$ cat src/sv/lrc_pkg.sv
package lrc_pkg;

  // item actions
  localparam logic [1:0] ACT_LOAD    = 2'd0;
  localparam logic [1:0] ACT_FEATURE = 2'd1;
  localparam logic [1:0] ACT_CLEAR   = 2'd2;

  // table select codes
  localparam logic [2:0] TBL_MEAN    = 3'd0;
  localparam logic [2:0] TBL_INV_STD = 3'd1;
  localparam logic [2:0] TBL_INPUT   = 3'd2;
  localparam logic [2:0] TBL_RECUR   = 3'd3;
  localparam logic [2:0] TBL_READOUT = 3'd4;

  // configuration register indexes
  localparam int CFG_IDX_W = 4;
  localparam logic [CFG_IDX_W-1:0] CFG_LEAK_RATE  = 4'd0;
  localparam logic [CFG_IDX_W-1:0] CFG_CLIP_LIMIT = 4'd1;

  localparam int LEAK_W = 13;
  localparam int CLIP_W = 15;
  localparam int CFG_DATA_W = 15;
  localparam logic [LEAK_W-1:0] LEAK_ONE   = 13'd4096;
  localparam logic [CLIP_W-1:0] CLIP_RESET = 15'd12288;

  // datapath widths
  localparam int ACC_W     = 40;
  localparam int LOGIT_W   = 28;
  localparam int EXP_W     = 17;
  localparam int TOTAL_W   = 20;
  localparam int PROB_W    = 13;
  localparam int DIV_NUM_W = 29;
  localparam logic [PROB_W-1:0] PROB_ONE = 13'd4096;
  localparam logic [11:0] TANH_END = 12'd4093;
  localparam logic [EXP_W-1:0] EXP_END = 17'd22;

  typedef struct packed {
    logic              valid;
    logic [1:0]        action;
    logic [2:0]        table_select;
    logic [9:0]        index;
    logic signed [15:0] value;
    logic              last;
  } item_t;

  typedef struct packed {
    logic [LEAK_W-1:0] leak_rate;
    logic [CLIP_W-1:0] clip_limit;
  } cfg_t;

  typedef struct packed {
    logic                      valid;
    logic                      last;
    logic signed [LOGIT_W-1:0] value;
  } logit_t;

  // tanh at steps of 0.25 over [0,4], Q0.12
  function automatic logic [11:0] tanh_tab(input logic [4:0] i);
    logic [11:0] y;
    case (i)
      5'd0:  y = 12'd0;
      5'd1:  y = 12'd1003;
      5'd2:  y = 12'd1893;
      5'd3:  y = 12'd2602;
      5'd4:  y = 12'd3119;
      5'd5:  y = 12'd3475;
      5'd6:  y = 12'd3707;
      5'd7:  y = 12'd3856;
      5'd8:  y = 12'd3949;
      5'd9:  y = 12'd4006;
      5'd10: y = 12'd4041;
      5'd11: y = 12'd4062;
      5'd12: y = 12'd4076;
      5'd13: y = 12'd4084;
      5'd14: y = 12'd4089;
      5'd15: y = 12'd4091;
      default: y = 12'd4093;
    endcase
    return y;
  endfunction

  // exp(-t) at steps of 0.5 over [0,8], Q1.16
  function automatic logic [EXP_W-1:0] exp_tab(input logic [4:0] i);
    logic [EXP_W-1:0] y;
    case (i)
      5'd0:  y = 17'd65536;
      5'd1:  y = 17'd39750;
      5'd2:  y = 17'd24109;
      5'd3:  y = 17'd14623;
      5'd4:  y = 17'd8869;
      5'd5:  y = 17'd5380;
      5'd6:  y = 17'd3263;
      5'd7:  y = 17'd1979;
      5'd8:  y = 17'd1200;
      5'd9:  y = 17'd728;
      5'd10: y = 17'd442;
      5'd11: y = 17'd268;
      5'd12: y = 17'd162;
      5'd13: y = 17'd99;
      5'd14: y = 17'd60;
      5'd15: y = 17'd36;
      default: y = 17'd22;
    endcase
    return y;
  endfunction

endpackage

$ cat src/sv/lrc_div.sv
module lrc_div (
  input  logic                            clk,
  input  logic                            rst,
  input  logic                            start,
  input  logic [lrc_pkg::DIV_NUM_W-1:0]   num,
  input  logic [lrc_pkg::TOTAL_W-1:0]     den,
  output logic                            done,
  output logic [lrc_pkg::DIV_NUM_W-1:0]   quo
);

  localparam int NW = lrc_pkg::DIV_NUM_W;
  localparam int DW = lrc_pkg::TOTAL_W;
  localparam int CNTW = $clog2(NW + 1);

  logic [CNTW-1:0] cnt;
  logic [DW-1:0]   rem;
  logic [DW-1:0]   dsr;
  logic [DW:0]     shifted;

  assign shifted = {rem, quo[NW-1]};

  // restoring division, one quotient bit per cycle
  always_ff @(posedge clk) begin
    if (rst) begin
      cnt  <= '0;
      done <= 1'b0;
    end else begin
      done <= 1'b0;
      if (start) begin
        cnt <= CNTW'(NW);
        rem <= '0;
        quo <= num;
        dsr <= den;
      end else if (cnt != '0) begin
        cnt <= cnt - CNTW'(1);
        if (cnt == CNTW'(1)) begin
          done <= 1'b1;
        end
        if (shifted >= {1'b0, dsr}) begin
          rem <= DW'(shifted - {1'b0, dsr});
          quo <= {quo[NW-2:0], 1'b1};
        end else begin
          rem <= shifted[DW-1:0];
          quo <= {quo[NW-2:0], 1'b0};
        end
      end
    end
  end

endmodule

$ cat src/sv/lrc_softmax.sv
module lrc_softmax #(
  parameter int C = 3
) (
  input  logic                          clk,
  input  logic                          rst,
  input  lrc_pkg::logit_t               logit,
  output logic                          busy,
  output logic                          result_valid,
  input  logic                          result_stall,
  output logic [2:0]                    class_number,
  output logic [lrc_pkg::PROB_W-1:0]    probability,
  output logic                          final_res,
  output logic [2:0]                    predicted_class,
  output logic [lrc_pkg::PROB_W-1:0]    confidence,
  output logic [lrc_pkg::PROB_W-1:0]    alert_probability
);

  localparam int CW = $clog2(C + 1);
  localparam int LW = lrc_pkg::LOGIT_W;
  localparam int EW = lrc_pkg::EXP_W;
  localparam int PW = lrc_pkg::PROB_W;
  localparam int TOTW = lrc_pkg::TOTAL_W;
  localparam int NW = lrc_pkg::DIV_NUM_W;

  typedef enum logic [5:0] {
    S_IDLE   = 6'b000001,
    S_E0     = 6'b000010,
    S_E1     = 6'b000100,
    S_DSTART = 6'b001000,
    S_DWAIT  = 6'b010000,
    S_EMIT   = 6'b100000
  } state_t;

  state_t state;
  logic [CW-1:0] cnt, k;
  logic signed [LW-1:0] lg [C];
  logic signed [LW-1:0] mx;
  logic [EW-1:0]   ex [C];
  logic [PW-1:0]   prob [C];
  logic [TOTW-1:0] total;
  logic            e_big;
  logic [EW-1:0]   e_base;
  logic [15:0]     e_diff;
  logic [10:0]     e_frac;
  logic [PW-1:0]   conf, alert;
  logic [2:0]      pred;

  // exp of the distance to the maximum logit
  logic [LW:0]    m;
  logic [26:0]    e_p;
  logic [EW-1:0]  exv;
  logic [4:0]     e_idx;

  assign m     = $unsigned({mx[LW-1], mx} - {lg[k][LW-1], lg[k]});
  assign e_idx = {1'b0, m[14:11]};
  assign e_p   = 27'(e_diff) * 27'(e_frac);
  assign exv   = e_big ? lrc_pkg::EXP_END : e_base - EW'((e_p + 27'd1024) >> 11);

  // probability division
  logic          div_start, div_done;
  logic [NW-1:0] div_num, div_quo;
  logic [PW-1:0] pv;
  logic [PW:0]   alert_sum;

  assign div_start = (state == S_DSTART);
  assign div_num   = NW'({ex[k], 12'd0}) + NW'(total >> 1);
  assign pv        = div_quo[PW-1:0];
  assign alert_sum = {1'b0, alert} + {1'b0, pv};

  lrc_div u_div (
    .clk(clk), .rst(rst), .start(div_start), .num(div_num), .den(total),
    .done(div_done), .quo(div_quo));

  // output register transfer
  logic out_free;
  assign out_free = !result_valid || !result_stall;

  always_ff @(posedge clk) begin
    if (rst) begin
      state        <= S_IDLE;
      result_valid <= 1'b0;
      cnt          <= '0;
    end else begin
      if (result_valid && !result_stall) begin
        result_valid <= 1'b0;
      end
      case (state)
        S_IDLE: begin
          if (logit.valid) begin
            cnt <= logit.last ? '0 : cnt + CW'(1);
            if (logit.last) begin
              state <= S_E0;
            end
          end
        end
        S_E0: state <= S_E1;
        S_E1: state <= (k == CW'(C - 1)) ? S_DSTART : S_E0;
        S_DSTART: state <= S_DWAIT;
        S_DWAIT: begin
          if (div_done) begin
            state <= (k == CW'(C - 1)) ? S_EMIT : S_DSTART;
          end
        end
        S_EMIT: begin
          if (out_free) begin
            result_valid <= 1'b1;
            if (k == CW'(C - 1)) begin
              state <= S_IDLE;
            end
          end
        end
        default: state <= S_IDLE;
      endcase
    end
  end

  always_ff @(posedge clk) begin
    case (state)
      S_IDLE: begin
        k     <= '0;
        total <= '0;
        if (logit.valid) begin
          lg[cnt] <= logit.value;
          if (cnt == '0 || logit.value > mx) begin
            mx <= logit.value;
          end
        end
      end
      S_E0: begin
        e_big  <= |m[LW:15];
        e_base <= lrc_pkg::exp_tab(e_idx);
        e_diff <= 16'(lrc_pkg::exp_tab(e_idx) - lrc_pkg::exp_tab(e_idx + 5'd1));
        e_frac <= m[10:0];
      end
      S_E1: begin
        ex[k] <= exv;
        total <= total + TOTW'(exv);
        k     <= (k == CW'(C - 1)) ? '0 : k + CW'(1);
      end
      S_DWAIT: begin
        if (div_done) begin
          prob[k] <= pv;
          if (k == '0 || pv > conf) begin
            conf <= pv;
            pred <= 3'(k);
          end
          if (k == CW'(1)) begin
            alert <= pv;
          end
          if (k == CW'(2)) begin
            alert <= (alert_sum > {1'b0, lrc_pkg::PROB_ONE}) ? lrc_pkg::PROB_ONE
                                                              : alert_sum[PW-1:0];
          end
          k <= (k == CW'(C - 1)) ? '0 : k + CW'(1);
        end
      end
      S_EMIT: begin
        if (out_free) begin
          class_number      <= 3'(k);
          probability       <= prob[k];
          final_res         <= (k == CW'(C - 1));
          predicted_class   <= (k == CW'(C - 1)) ? pred : 3'd0;
          confidence        <= (k == CW'(C - 1)) ? conf : '0;
          alert_probability <= (k == CW'(C - 1)) ? alert : '0;
          k                 <= k + CW'(1);
        end
      end
      default: ;
    endcase
  end

  assign busy = (state != S_IDLE);

endmodule
$ cat config.mk
export PLATFORM = sky130hd
export DESIGN_NAME = lrc_softmax
export DESIGN_NICKNAME = d
export VERILOG_FILES = /design/src/sv/lrc_pkg.sv /design/src/sv/lrc_div.sv /design/src/sv/lrc_softmax.sv
export SDC_FILE = /design/constraint.sdc
export NUM_CORES = 1
export LEC_CHECK = 0
export BUFFER_PORTS_ARGS = -buffer_cell sky130_fd_sc_hd__buf_2
export CORE_ASPECT_RATIO = 1.4
export CORE_UTILIZATION = 66
export CTS_BUF_LIST = sky130_fd_sc_hd__clkbuf_2
export CTS_CLUSTER_SIZE = 12
export DETAILED_ROUTE_END_ITERATION = 10
export GPL_TIMING_DRIVEN = 0
export PLACE_DENSITY = 0.84
export SYNTH_ARGS = -nofsm -noshare
export SYNTH_HDL_FRONTEND = slang
export SYNTH_SLANG_ARGS = --single-unit
$ cat constraint.sdc
create_clock -name clk -period 19.25 [get_ports clk]
set_clock_uncertainty 0.15 [all_clocks]
set_input_delay 2.8875 -clock clk [delete_from_list [all_inputs] [get_ports clk]]
set_output_delay 2.8875 -clock clk [all_outputs]
set_load 0.005 [all_outputs]
==> After elaboration in Yosys (flattened, before gate mapping) <==
Memory sizes are Yosys's and may differ from the RTL's. A register that Yosys moved wholly into a read port is not among the register bits.
Cells that the tools add are included.
{ "word_totals": {"regBits": 221, "mem_bits_rw": 174, "rom_bits": 816, "elab_cells": 130, "n_memories": 6} }
{ "classes": {"addsub": 12, "mul": 1, "magnitude_cmp": 4, "eq_ne": 15, "n_mux": 42, "bitwise": 2, "reduce_logical": 25} }
{ "memory_table": {"columns": ["memory", "depth", "width", "read_ports", "rd_clocked_by_memory_dff", "write_ports", "line", "text"], "rows": [
  ["(name not given)", 16, 17, 1, 1, 0, "lrc_pkg.sv:85", "case (i)"],
  ["(name not given)", 16, 17, 1, 0, 0, "lrc_pkg.sv:85", null],
  ["(name not given)", 16, 17, 1, 0, 0, "lrc_pkg.sv:85", null],
  ["lg", 3, 28, 1, 1, 1, "lrc_softmax.sv:36", "logic signed [LW-1:0] lg [C];"],
  ["ex", 3, 17, 1, 1, 1, "lrc_softmax.sv:38", "logic [EW-1:0] ex [C];"],
  ["prob", 3, 13, 1, 1, 1, "lrc_softmax.sv:39", "logic [PW-1:0] prob [C];"]
]} }
{ "ops": {"columns": ["op", "count"], "rows": [
  ["29-bit 2-to-1 mux", 2],
  ["16-bit 2-to-1 mux", 3],
  ["20-bit 2-to-1 mux", 2],
  ["20-bit case mux with 2 select lines", 1],
  ["13-bit 2-to-1 mux", 3],
  ["6-bit 2-to-1 mux", 6],
  ["6-bit case mux with 6 select lines", 1],
  ["29-bit by 19-bit adder with 29-bit output", 1],
  ["28-bit by 28-bit subtractor with 29-bit output", 1],
  ["28-bit > comparator", 1],
  ["27-bit by 11-bit adder with 27-bit output (second input constant)", 1],
  ["16-bit by 11-bit multiplier with 27-bit output", 1],
  ["21-bit by 20-bit greater-or-equal comparator with 1-bit output", 1],
  ["20-bit by 17-bit adder with 20-bit output", 1],
  ["20-bit subtractor", 1],
  ["17-bit 2-to-1 mux", 1],
  ["17-bit by 16-bit subtractor with 17-bit output", 1],
  ["16-bit subtractor", 1],
  ["13-bit by 13-bit adder with 14-bit output", 1],
  ["14-bit by 13-bit > comparator with 1-bit output (second input constant)", 1],
  ["14-bit OR reduction", 1],
  ["13-bit > comparator", 1],
  ["1-bit 2-to-1 mux", 13],
  ["2-bit 2-to-1 mux", 6],
  ["31 further kinds", 49]
]} }

==> Logic depth before layout (Yosys ltp) <==
Gate-level depths: netlist of the first run.
{ "logic_depth": {"depth_word": 6, "mapped_depth": 38} }

==> Cells and area by module <==
A second synthesis of the first run with hierarchy kept.
{ "unflattened": {"hier_cells": 2658, "area_unflattened_um2": 29019.1} }
{ "by_module_without_submodules": {"columns": ["mod", "n_inst", "cells_each", "area_per_inst_um2", "seq_area_each_um2"], "rows": [
  ["lrc_softmax", 1, 2289, 24699.9, 10460.0],
  ["lrc_div", 1, 369, 4319.1, 2192.1]
]} }

==> Worst setup path after synthesis of the first run <==
Ideal clock, no wire load.
{ "synth_path": {"kind": "register to register", "startpoint": "reg e_frac[4]", "endpoint": "reg total[19], data pin", "setup_time_ns": 0.266, "t_arrival_ns": 8.114, "required_ns": 18.834, "slack_ns": 10.720, "path_stages_with_launch": 35, "path_buffers": 1, "cell_sequence": "edfxtp_1 > clkbuf_1 > nand2_1 > fa_1 > inv_1 > fa_1 > fa_1 > fa_1 > inv_1 > fa_1 > inv_1 > ha_1 > nand2_1 > o21ai_0 > a211oi_1 > a211oi_1 > o21ai_0 > a21boi_0 > o21a_1 > or2_2 > ha_1 > nand3_1 > a21oi_1 > a2111oi_0 > o31a_1 > nand2b_1 > o311ai_0 > ha_1 > o21ai_0 > nand2b_1 > and3_1 > nor2b_1 > a31oi_1 > xor2_1 > nor2_1"} }
{ "synth_between": {"elab_chain_len": 6} }
{ "synth_lines": {"columns": ["element", "line", "text"], "rows": [
  ["start: declaration", "lrc_softmax.sv:44", "logic [10:0] e_frac;"],
  ["start signal: assignment", "lrc_softmax.sv:133", "e_frac <= m[10:0];"],
  ["16-bit by 11-bit multiplier with 27-bit output", "lrc_softmax.sv:56", "assign e_p = 27'(e_diff) * 27'(e_frac);"],
  ["27-bit by 11-bit adder with 27-bit output", "lrc_softmax.sv:57", "assign exv = e_big ? lrc_pkg::EXP_END : e_base - EW'((e_p + 27'd1024) >> 11);"],
  ["17-bit by 16-bit subtractor with 17-bit output", "lrc_softmax.sv:57", null],
  ["17-bit 2-to-1 mux", "lrc_softmax.sv:57", null],
  ["net exv[16]", "lrc_softmax.sv:51", "logic [EW-1:0] exv;"],
  ["20-bit by 17-bit adder with 20-bit output", "lrc_softmax.sv:137", "total <= total + TOTW'(exv);"],
  ["20-bit case mux with 2 select lines", "lrc_softmax.sv:118", "case (state)"],
  ["end signal: assignment", "lrc_softmax.sv:137", null],
  ["end: declaration", "lrc_softmax.sv:40", "logic [TOTW-1:0] total;"]
]} }
The timed path passes the listed nets, and every way through them passes these cells.
A chain may end at the register's enable or synchronous reset.

==> Worst setup path after layout of the first run <==
{ "layout_path": {"startpoint": "reg e_frac[7]", "endpoint": "reg total[19], data pin"} }
Same word-level chain as after synthesis.

==> metrics, run 1 <==
Final Hold Viols=0; Core Rows=89; CTS root buffer=clkbuf_2; CTS buffer count=97; Post-Route WL=68.28 mm; Total GRT Usage=0.3202; vias in the first global route=21520; final setup violation count=0; top cells by area, synth=edfxtp_1 (43%), ha_1 (11%), fa_1 (9.2%); Yosys cell types=90; share of layout cells above drive strength 1=0.1069; Final Non-Filler Cells=3424; Slew Viols, Final=0; Netlist Area Pre-Place=28420 um^2; most frequent cells after synthesis=edfxtp_1 (410), inv_1 (282), ha_1 (248), nand2_1 (241), nor2_1 (194); Worst-Margin Slew=1292 ps; Synth Area in Simple Gates=0.1263; post-detail-place hpwl=51.92 mm; RSZ-0062 raised after global routing=no; commonest register cell after synthesis=edfxtp_1; sequential area share after synthesis=0.4451; htree depth=3; syn_area_per_cell=10.90 um^2; final setup margin=8767 ps; worst hold path class=flop to flop; total number of vias=20720; most common cell in the netlist=edfxtp_1; Worst path max stage delay=780 ps; CP Capture Type=flop; post-route cell area=30590 um^2; synth warn=0; Routed Antenna Nets=0; clk sinks=427; Synth top area share=0.4332; Placed Cells=3242; post-layout min period=10480 ps; DIE WIDTH=177.4 um; Worst path slowest cell=a211oi_1; EDFF count, synth=410; largest family of logic cells by synthesized area=adder cells; CTS tree=built; gr ovfl total=0; FMAX=95.40 MHz; clock slew at reported path FFs=130 ps; Setup Crit Path Kind=flop to flop; CP required=19850 ps; mux share of post-synthesis cell area=0.02945; first-pass GRT wire length=108.0 mm; post-CTS setup buffer count=0; Placer Congestion=0.9092; Core Box Area=42320 um^2; Post-CTS Hold Fix Bufs=0; final-stage net count=3207; Compound-Gate Fraction of Synth Area=0.1096; post-cts sizing count=0; area leader, netlist=edfxtp_1; maxcap violations=0; outcome=finished, final reports clean; Initial Util=0.6717; CP Max Fanout=10; DRT iter0 DRCs=1366; CP most frequent cell=fa_1; Die ar.=43910 um^2; Area Overhead vs Synth=7.633%; buffer levels on the longest clock path=3; period utilization=0.5446; Cell Area, Placed=29670 um^2; relative slew slack=0.1385; die height=247.5 um; sum of negative setup slack=0 ps; Top Ports=81; Crit path arrival time=11080 ps; pin count of the biggest net entering global routing=31; XOR/XNOR share of the synthesized area=0.03737; adder-cell share of the synthesized area=0.2014; Via density=6.052; DRC=0; Clk Latency, worst-skew pair=1060 ps; Yosys reg bits=427; dpl ws=8863 ps; First-pass DRT Iterations=5; ys async rst share=0; initial antenna violation count=6; wire length per cell=19.94 um; port bufs=78; CP startpoint kind=flop; Mapped Cells=2608
-- through the flow --
stage            util  hold slack, ps
6_report       0.7229           337.0
5_1_grt        0.7228           353.8
4_1_cts        0.7226           322.1
3_5_place_dp   0.7012           321.2
3_3_place_gp   0.6971           302.9
2_1_floorplan       -           283.4
-- per-layer routing --
| layer | up-vias | routed length [um] | global-route usage |
|---|---|---|---|
| li1 | 9571 | - | - |
| met1 | 10070 | 24390 | 0.3378 |
| met2 | 814 | 35680 | 0.5870 |
| met3 | 267 | 3654 | 0.04902 |
| met4 | 4 | 4537 | 0.2104 |
| met5 | - | 21 | 0 |
-- worst max-delay path: cells and delay by family, from the launching register on --
family,cells,cell delay (ps)
adder cells (fa/ha/maj),8,3760
AO/OA/AOI/OAI,8,2920
AND/OR/NAND/NOR,11,1670
buffers and inverters,4,650
flip-flops,1,590
XOR/XNOR,2,520
-- registers in the layout, indices dropped and copies added (netlist names), 5 cells and up, named ones only --
register	cells
alert	13
alert_probability	13
conf	13
confidence	13
e_base	17
e_diff	16
e_frac	11
ex	51
lg	84
mx	28
prob	39
probability	13
state	6
total	20
u_div.cnt	5
u_div.dsr	20
u_div.quo	29
u_div.rem	20
-- cell usage in the layout, fill, tap and decap left out, types with 12 or more instances in the layout --
| master | Yosys | layout |
|---|---|---|
| o21ai_0 | 118 | 118 |
| clkinv_1 | 1 | 22 |
| dfxtp_1 | 17 | 17 |
| mux2i_1 | 81 | 81 |
| and2_1 | 102 | 102 |
| nor2_1 | 194 | 191 |
| clkbuf_2 | 0 | 144 |
| o21a_1 | 27 | 27 |
| xor2_1 | 48 | 48 |
| o211ai_1 | 14 | 14 |
| a21oi_1 | 144 | 142 |
| nand3_1 | 20 | 20 |
| edfxtp_1 | 410 | 410 |
| xnor2_1 | 62 | 62 |
| a31oi_1 | 13 | 12 |
| nand2_1 | 241 | 241 |
| nand4_1 | 14 | 14 |
| ha_1 | 248 | 248 |
| a211oi_1 | 22 | 22 |
| a21o_1 | 40 | 40 |
| clkbuf_1 | 67 | 67 |
| or3_1 | 19 | 19 |
| buf_2 | 9 | 88 |
| nand2b_1 | 22 | 22 |
| inv_1 | 282 | 282 |
| nor3_1 | 34 | 32 |
| and3_1 | 18 | 15 |
| fa_1 | 131 | 131 |
| nor2b_1 | 27 | 27 |
-- cells by family after synthesis --
| logic type | after synthesis |
|---|---|
| DFF | 427 |
| muxes | 83 |
| adders and majority gates | 379 |
| other | 1 |
| xor gates and xnor gates | 115 |
| buffers and inverters | 374 |
| AOI/OAI and AO/OA | 484 |
| and+or+nand+nor | 745 |
-- final cells by class --
class | count | area [um^2]
Inverter | 285 | 1070
Antenna cell | 5 | 12.51
Clock buffer | 144 | 720.7
Sequential cell | 427 | 12650
Clock inverter | 33 | 182.7
Multi-Input combinational cell | 1808 | 14390
Buffer | 89 | 367.9
Timing Repair Buffer | 87 | 510.5
Tap cell | 546 | 683.2
Fill cell | 2997 | 11720
-- worst paths after layout --
check                                        startpoint                 endpoint  slack, ps  depth (start not counted)
worst max-delay path                e_frac[7]$_DFFE_PP_  total[19]$_SDFFCE_PN0P_       8770                         33
worst min-delay path            u_div.quo[21]$_DFFE_PP_  u_div.quo[22]$_DFFE_PP_        340                          2
worst max register to register      e_frac[7]$_DFFE_PP_  total[19]$_SDFFCE_PN0P_       8770                         33
worst min register to register  u_div.quo[21]$_DFFE_PP_  u_div.quo[22]$_DFFE_PP_        340                          2
Power of run 1 is left out: the tool's default activity adds up to more than one toggle a clock period on the data nets, which glitch-free logic cannot reach.
==> inputs of run 2 (changes only) <==
Clock period 19.25 ns to 10.6 ns, I/O delays scaled along.
==> run 2 against run 1 <==
Wire length down 0.13%. Count of clock-buffer cells in the layout did not move. First-iteration DRC count up 5.0%. Sequential share of layout area about the same. Hold slack worse by 1.9 ps. Die area is the same. Cell count stayed put. Register-to-register slack got worse by 8300 ps. Critical path depth stayed put. Flip-flop and latch count stayed put. Fmax increased by 3.6%. Largest cell class unchanged.
==> metrics, run 2 (same netlist as run 1, synthesis figures left out) <==
post-layout min period=10120 ps (-364.5 ps); CP most frequent cell=fa_1; First-pass DRT Iterations=6 (+1); Total GRT Usage=0.3202 (unchanged); DRT iter0 DRCs=1434 (+5.0%); Worst path slowest cell=edfxtp_1; pin count of the biggest net entering global routing=31 (unchanged); relative slew slack=0.1395 (+0.001061); Die ar.=43910 um^2 (unchanged); period utilization=0.9545 (+0.4100); Final Hold Viols=0 (unchanged); htree depth=3 (unchanged); CP Max Fanout=10 (unchanged); Top delay family on crit path=adder cells; Placer Congestion=0.9092 (unchanged); vias in the first global route=21520 (unchanged); Slew Viols, Final=0 (unchanged); maxcap violations=0 (unchanged); Routed Antenna Nets=0 (unchanged); port bufs=78 (unchanged); CP Buf/Inv Count=4 (unchanged); Worst-Margin Slew=1291 ps (-1.592 ps); buffer levels on the longest clock path=3 (unchanged); Area Overhead vs Synth=7.673% (about the same); Worst path max stage delay=600 ps (-180 ps); RSZ-0062 raised after global routing=no; share of layout cells above drive strength 1=0.1076 (+0.0006961); worst hold path class=flop to flop; Post-CTS Hold Fix Bufs=0 (unchanged); Clk Latency, worst-skew pair=1060 ps (about the same); CTS root buffer=clkbuf_2; CP startpoint kind=flop; FMAX=98.83 MHz (+3.6%); die height=247.5 um (unchanged); Post-Route WL=68.19 mm (-0.13%); outcome=finished, final reports clean; Via density=6.051 (about the same); clk sinks=427 (unchanged); final-stage net count=3207 (unchanged); post-detail-place hpwl=51.92 mm (unchanged); Initial Util=0.6717 (unchanged); DRC=0 (unchanged); most frequent cells in the layout=edfxtp_1 (410), inv_1 (282), ha_1 (248); wire length per cell=19.92 um (-0.13%); register bank with the most flops=lg; CTS buffer count=97 (unchanged); initial antenna violation count=6 (unchanged); Core Box Area=42320 um^2 (unchanged); CP Capture Type=flop; clock slew at reported path FFs=120 ps (about the same); commonest non-fill, non-tap cell in the layout=edfxtp_1; Setup Crit Path Kind=flop to flop; final setup violation count=0 (unchanged); Core Rows=89 (unchanged); DIE WIDTH=177.4 um (unchanged); gr ovfl total=0 (unchanged); Crit path arrival time=10730 ps (-350 ps); Regs by FF count=lg: 84 flops, ex: 51 flops, prob: 39 flops; sum of negative setup slack=0 ps (unchanged); total number of vias=20720 (-0.019%); max FFs per register=84 (unchanged); Top Ports=81 (unchanged); first-pass GRT wire length=108.0 mm (unchanged); CTS tree=built; CP required=11220 ps (-8630 ps)
## run 2: cell counts in the layout (fill, tap and decap cells not counted)
No cell type changed its count.
## run 2: area by class of cell
cell class,count,area [um^2]
Tap cell,546,683.2
Buffer,89,367.9
Antenna cell,5,12.51
Sequential cell,427,12650
Timing Repair Buffer,87,510.5
Clock buffer,144,720.7
Clock inverter,33,182.7
Inverter,285,1070
Multi-Input combinational cell,1808,14400
Fill cell,2997,11710
## run 2: repair_timing
item | CTS | global route
setup buffers | 0 | 0
setup endpoints to repair | 0 | 5
gates resized for setup | 0 | 2
## run 2: tightest hold or removal path, cell delays in order, from the launching register on
cell,delay [ps]
edfxtp_1,350
nand2_1,50
o21ai_0,60
## run 2: stage by stage
step	util	cells	hold WS (ps)	setup WS [ps]	cell area (um^2)
5_1_grt	0.7231	3422	353.8	47.86	30600
3_5_place_dp	0.7012	3242	321.2	212.6	29670
2_1_floorplan	-	2609	283.4	2070	28430
3_3_place_gp	0.6971	3233	302.9	-233.2	29500
6_report	0.7232	3424	335.1	481.8	30600
4_1_cts	0.7226	3419	322.1	207.7	30580
## run 2: layer usage
metal | track usage | vias to the layer above | part of all wire
met5 | 0 | - | 0.00031
met3 | 0.04902 | 255 | 0.055
met2 | 0.5870 | 787 | 0.52
met1 | 0.3378 | 10100 | 0.35
met4 | 0.2104 | 4 | 0.065
li1 | - | 9573 | -
## run 2: path summary, 6_finish.rpt
| check | endpoint | startpoint | slack [ps] | cells past startpoint |
|---|---|---|---|---|
| max | total[19]$_SDFFCE_PN0P_ | e_frac[7]$_DFFE_PP_ | 480 | 33 |
| min | u_div.quo[22]$_DFFE_PP_ | u_div.quo[21]$_DFFE_PP_ | 340 | 2 |
| max reg2reg | total[19]$_SDFFCE_PN0P_ | e_frac[7]$_DFFE_PP_ | 480 | 33 |
| min reg2reg | u_div.quo[22]$_DFFE_PP_ | u_div.quo[21]$_DFFE_PP_ | 340 | 2 |
Power of run 2 is left out for the same reason.
==> inputs of run 3 (changes only) <==
Settings changed: BUFFER_PORTS_ARGS -buffer_cell sky130_fd_sc_hd__buf_2 to -buffer_cell sky130_fd_sc_hd__buf_4.
==> run 3 against run 2 <==
First-iteration DRC count is 2.1% lower. Flip-flop and latch count stayed put. Setup slack better by 95 ps. Cell area is 0.73% higher. Via count is 0.21% lower. Utilization is 0.53 points higher. Critical endpoint is now total[18]$_SDFFCE_PN0P_. Highest routed layer unchanged.
==> metrics, run 3 (same netlist as run 1, synthesis figures left out) <==
first-pass GRT wire length=107.2 mm (-0.72%); Worst-Margin Slew=1365 ps (+74.23 ps); Core Rows=89 (unchanged); R2R Setup Slk=580 ps (+100 ps); First-pass DRT Iterations=8 (+2); Util after Layout=0.7285 (+0.005263); Core Box Area=42320 um^2 (unchanged); period utilization=0.9456 (-0.008984); commonest non-fill, non-tap cell in the layout=edfxtp_1; Initial Util=0.6717 (unchanged); share of layout cells above drive strength 1=0.1089 (+0.001316); DIE WIDTH=177.4 um (unchanged); DRC=0 (unchanged); post-layout min period=10020 ps (-95.24 ps); FMAX=99.77 MHz (+0.95%); Post-Route WL=67.29 mm (-1.3%); Clk Latency, worst-skew pair=1150 ps (+90 ps); Worst path slowest cell=edfxtp_1; final-stage net count=3210 (+0.094%); Placed Cells=3244 (+0.062%); CP required=11260 ps (+40 ps); die height=247.5 um (unchanged); hold-critical path depth=0 (-2); CTS buffer count=98 (+1.0%); most frequent cells in the layout=edfxtp_1 (410), inv_1 (282), ha_1 (248); gr ovfl total=0 (unchanged); initial antenna violation count=3 (-3); Via density=6.039 (-0.18%); outcome=finished, final reports clean; worst hold path class=flop to flop; relative slew slack=0.09005 (-0.04948); Worst Hold Launch=total[0]$_SDFFCE_PN0P_; Final Non-Filler Cells=3423 (-0.029%); Setup Crit Path Kind=flop to flop; buffer levels on the longest clock path=3 (unchanged); Top Ports=81 (unchanged); FF-to-FF path depth=33 (unchanged); DRT iter0 DRCs=1404 (-2.1%); port bufs=78 (unchanged); register bank with the most flops=lg; final setup violation count=0 (unchanged); CP Capture Type=flop; Routed Antenna Nets=0 (unchanged); Slew Viols, Final=0 (unchanged); Final Hold Viols=0 (unchanged); Critical R2R Capture=total[18]$_SDFFCE_PN0P_; CP most frequent cell=fa_1; vias in the first global route=21510 (-0.033%); Placer Congestion=0.9483 (+4.3%); total number of vias=20670 (-0.21%); CTS tree=built; worst-case hold path end point=u_div.dsr[0]$_DFFE_PP_; post-route cell area=30830 um^2 (+0.73%); Crit path arrival time=10680 ps (-50 ps); CP Max Fanout=10 (unchanged); htree depth=3 (unchanged); clock slew at reported path FFs=130 ps (about the same); wire length per cell=19.66 um (-1.3%); worst r2r src=e_frac[5]$_DFFE_PP_; maxcap violations=0 (unchanged); CP startpoint kind=flop; max FFs per register=84 (unchanged); RSZ-0062 raised after global routing=no; Regs by FF count=lg: 84 flops, ex: 51 flops, prob: 39 flops; Cell Area, Placed=29880 um^2 (+0.71%); Worst path max stage delay=610 ps (about the same); Area Overhead vs Synth=8.457%; pin count of the biggest net entering global routing=31 (unchanged); Total GRT Usage=0.3178 (-0.002402); post-detail-place hpwl=51.07 mm (-1.6%); Die ar.=43910 um^2 (unchanged); clk sinks=427 (unchanged); CTS root buffer=clkbuf_2
-- run 3: cell count changes in the layout (fill, tap and decap cells not counted), sizes merged --
cell,change
buf,+2
clkinv,+1
clkinvlp,-1
diode,-3
-- run 3: through the flow --
stage	setup TNS, ps	setup WS (ps)	hold WS (ps)
floorplan	0	2070	283.4
global placement	-34.26	-34.26	302.1
detailed placement	0	145.7	311.2
CTS	0	307.7	308.2
global route	0	28.14	350.3
finish	0	577.1	319.6
-- run 3: area by class of cell --
type / count / area, um^2
flip-flops and latches: 427 / 12650
repair buffers: 89 / 720.7
inverters: 285 / 1070
diodes: 2 / 5.005
plain buffers: 89 / 372.9
clock buffers: 144 / 720.7
clock inverters: 33 / 201.4
fillers: 2928 / 11490
multi-input cells: 1808 / 14400
well taps: 546 / 683.2
-- run 3: how the worst max path moves through the flow --
stage | from | end
3_5_place_dp | e_frac[7]$_DFFE_PP_ | total[19]$_SDFFCE_PN0P_
2_1_floorplan | e_frac[4]$_DFFE_PP_ | total[19]$_SDFFCE_PN0P_
4_1_cts | e_frac[7]$_DFFE_PP_ | total[19]$_SDFFCE_PN0P_
5_1_grt | e_frac[7]$_DFFE_PP_ | total[19]$_SDFFCE_PN0P_
3_3_place_gp | e_frac[7]$_DFFE_PP_ | total[19]$_SDFFCE_PN0P_
6_report | e_frac[5]$_DFFE_PP_ | total[18]$_SDFFCE_PN0P_
-- run 3: metal layers --
metal  vias to the layer above  part of all wire  track usage
li1                       9570                 -            -
met1                     10020              0.35       0.3354
met2                       820              0.52       0.5738
met3                       266             0.057      0.05147
met4                         2             0.070       0.2232
met5                         -           0.00018            0
-- run 3: repair_timing --
action                     CTS  global route
gates resized for setup      1             9
setup endpoints to repair    1             5
pin swaps                    0             1
hold buffers                 0             0
buffers inserted             0             0
-- run 3: critical path: cells and delay by family (launching register included) --
| kind | cells | cell delay, ps |
|---|---|---|
| xor+xnor | 2 | 320 |
| simple gates | 7 | 1620 |
| fa+ha+maj | 8 | 3690 |
| flops | 1 | 610 |
| compound gates | 12 | 2720 |
| buf+inv | 4 | 670 |
Power of run 3 is left out for the same reason.
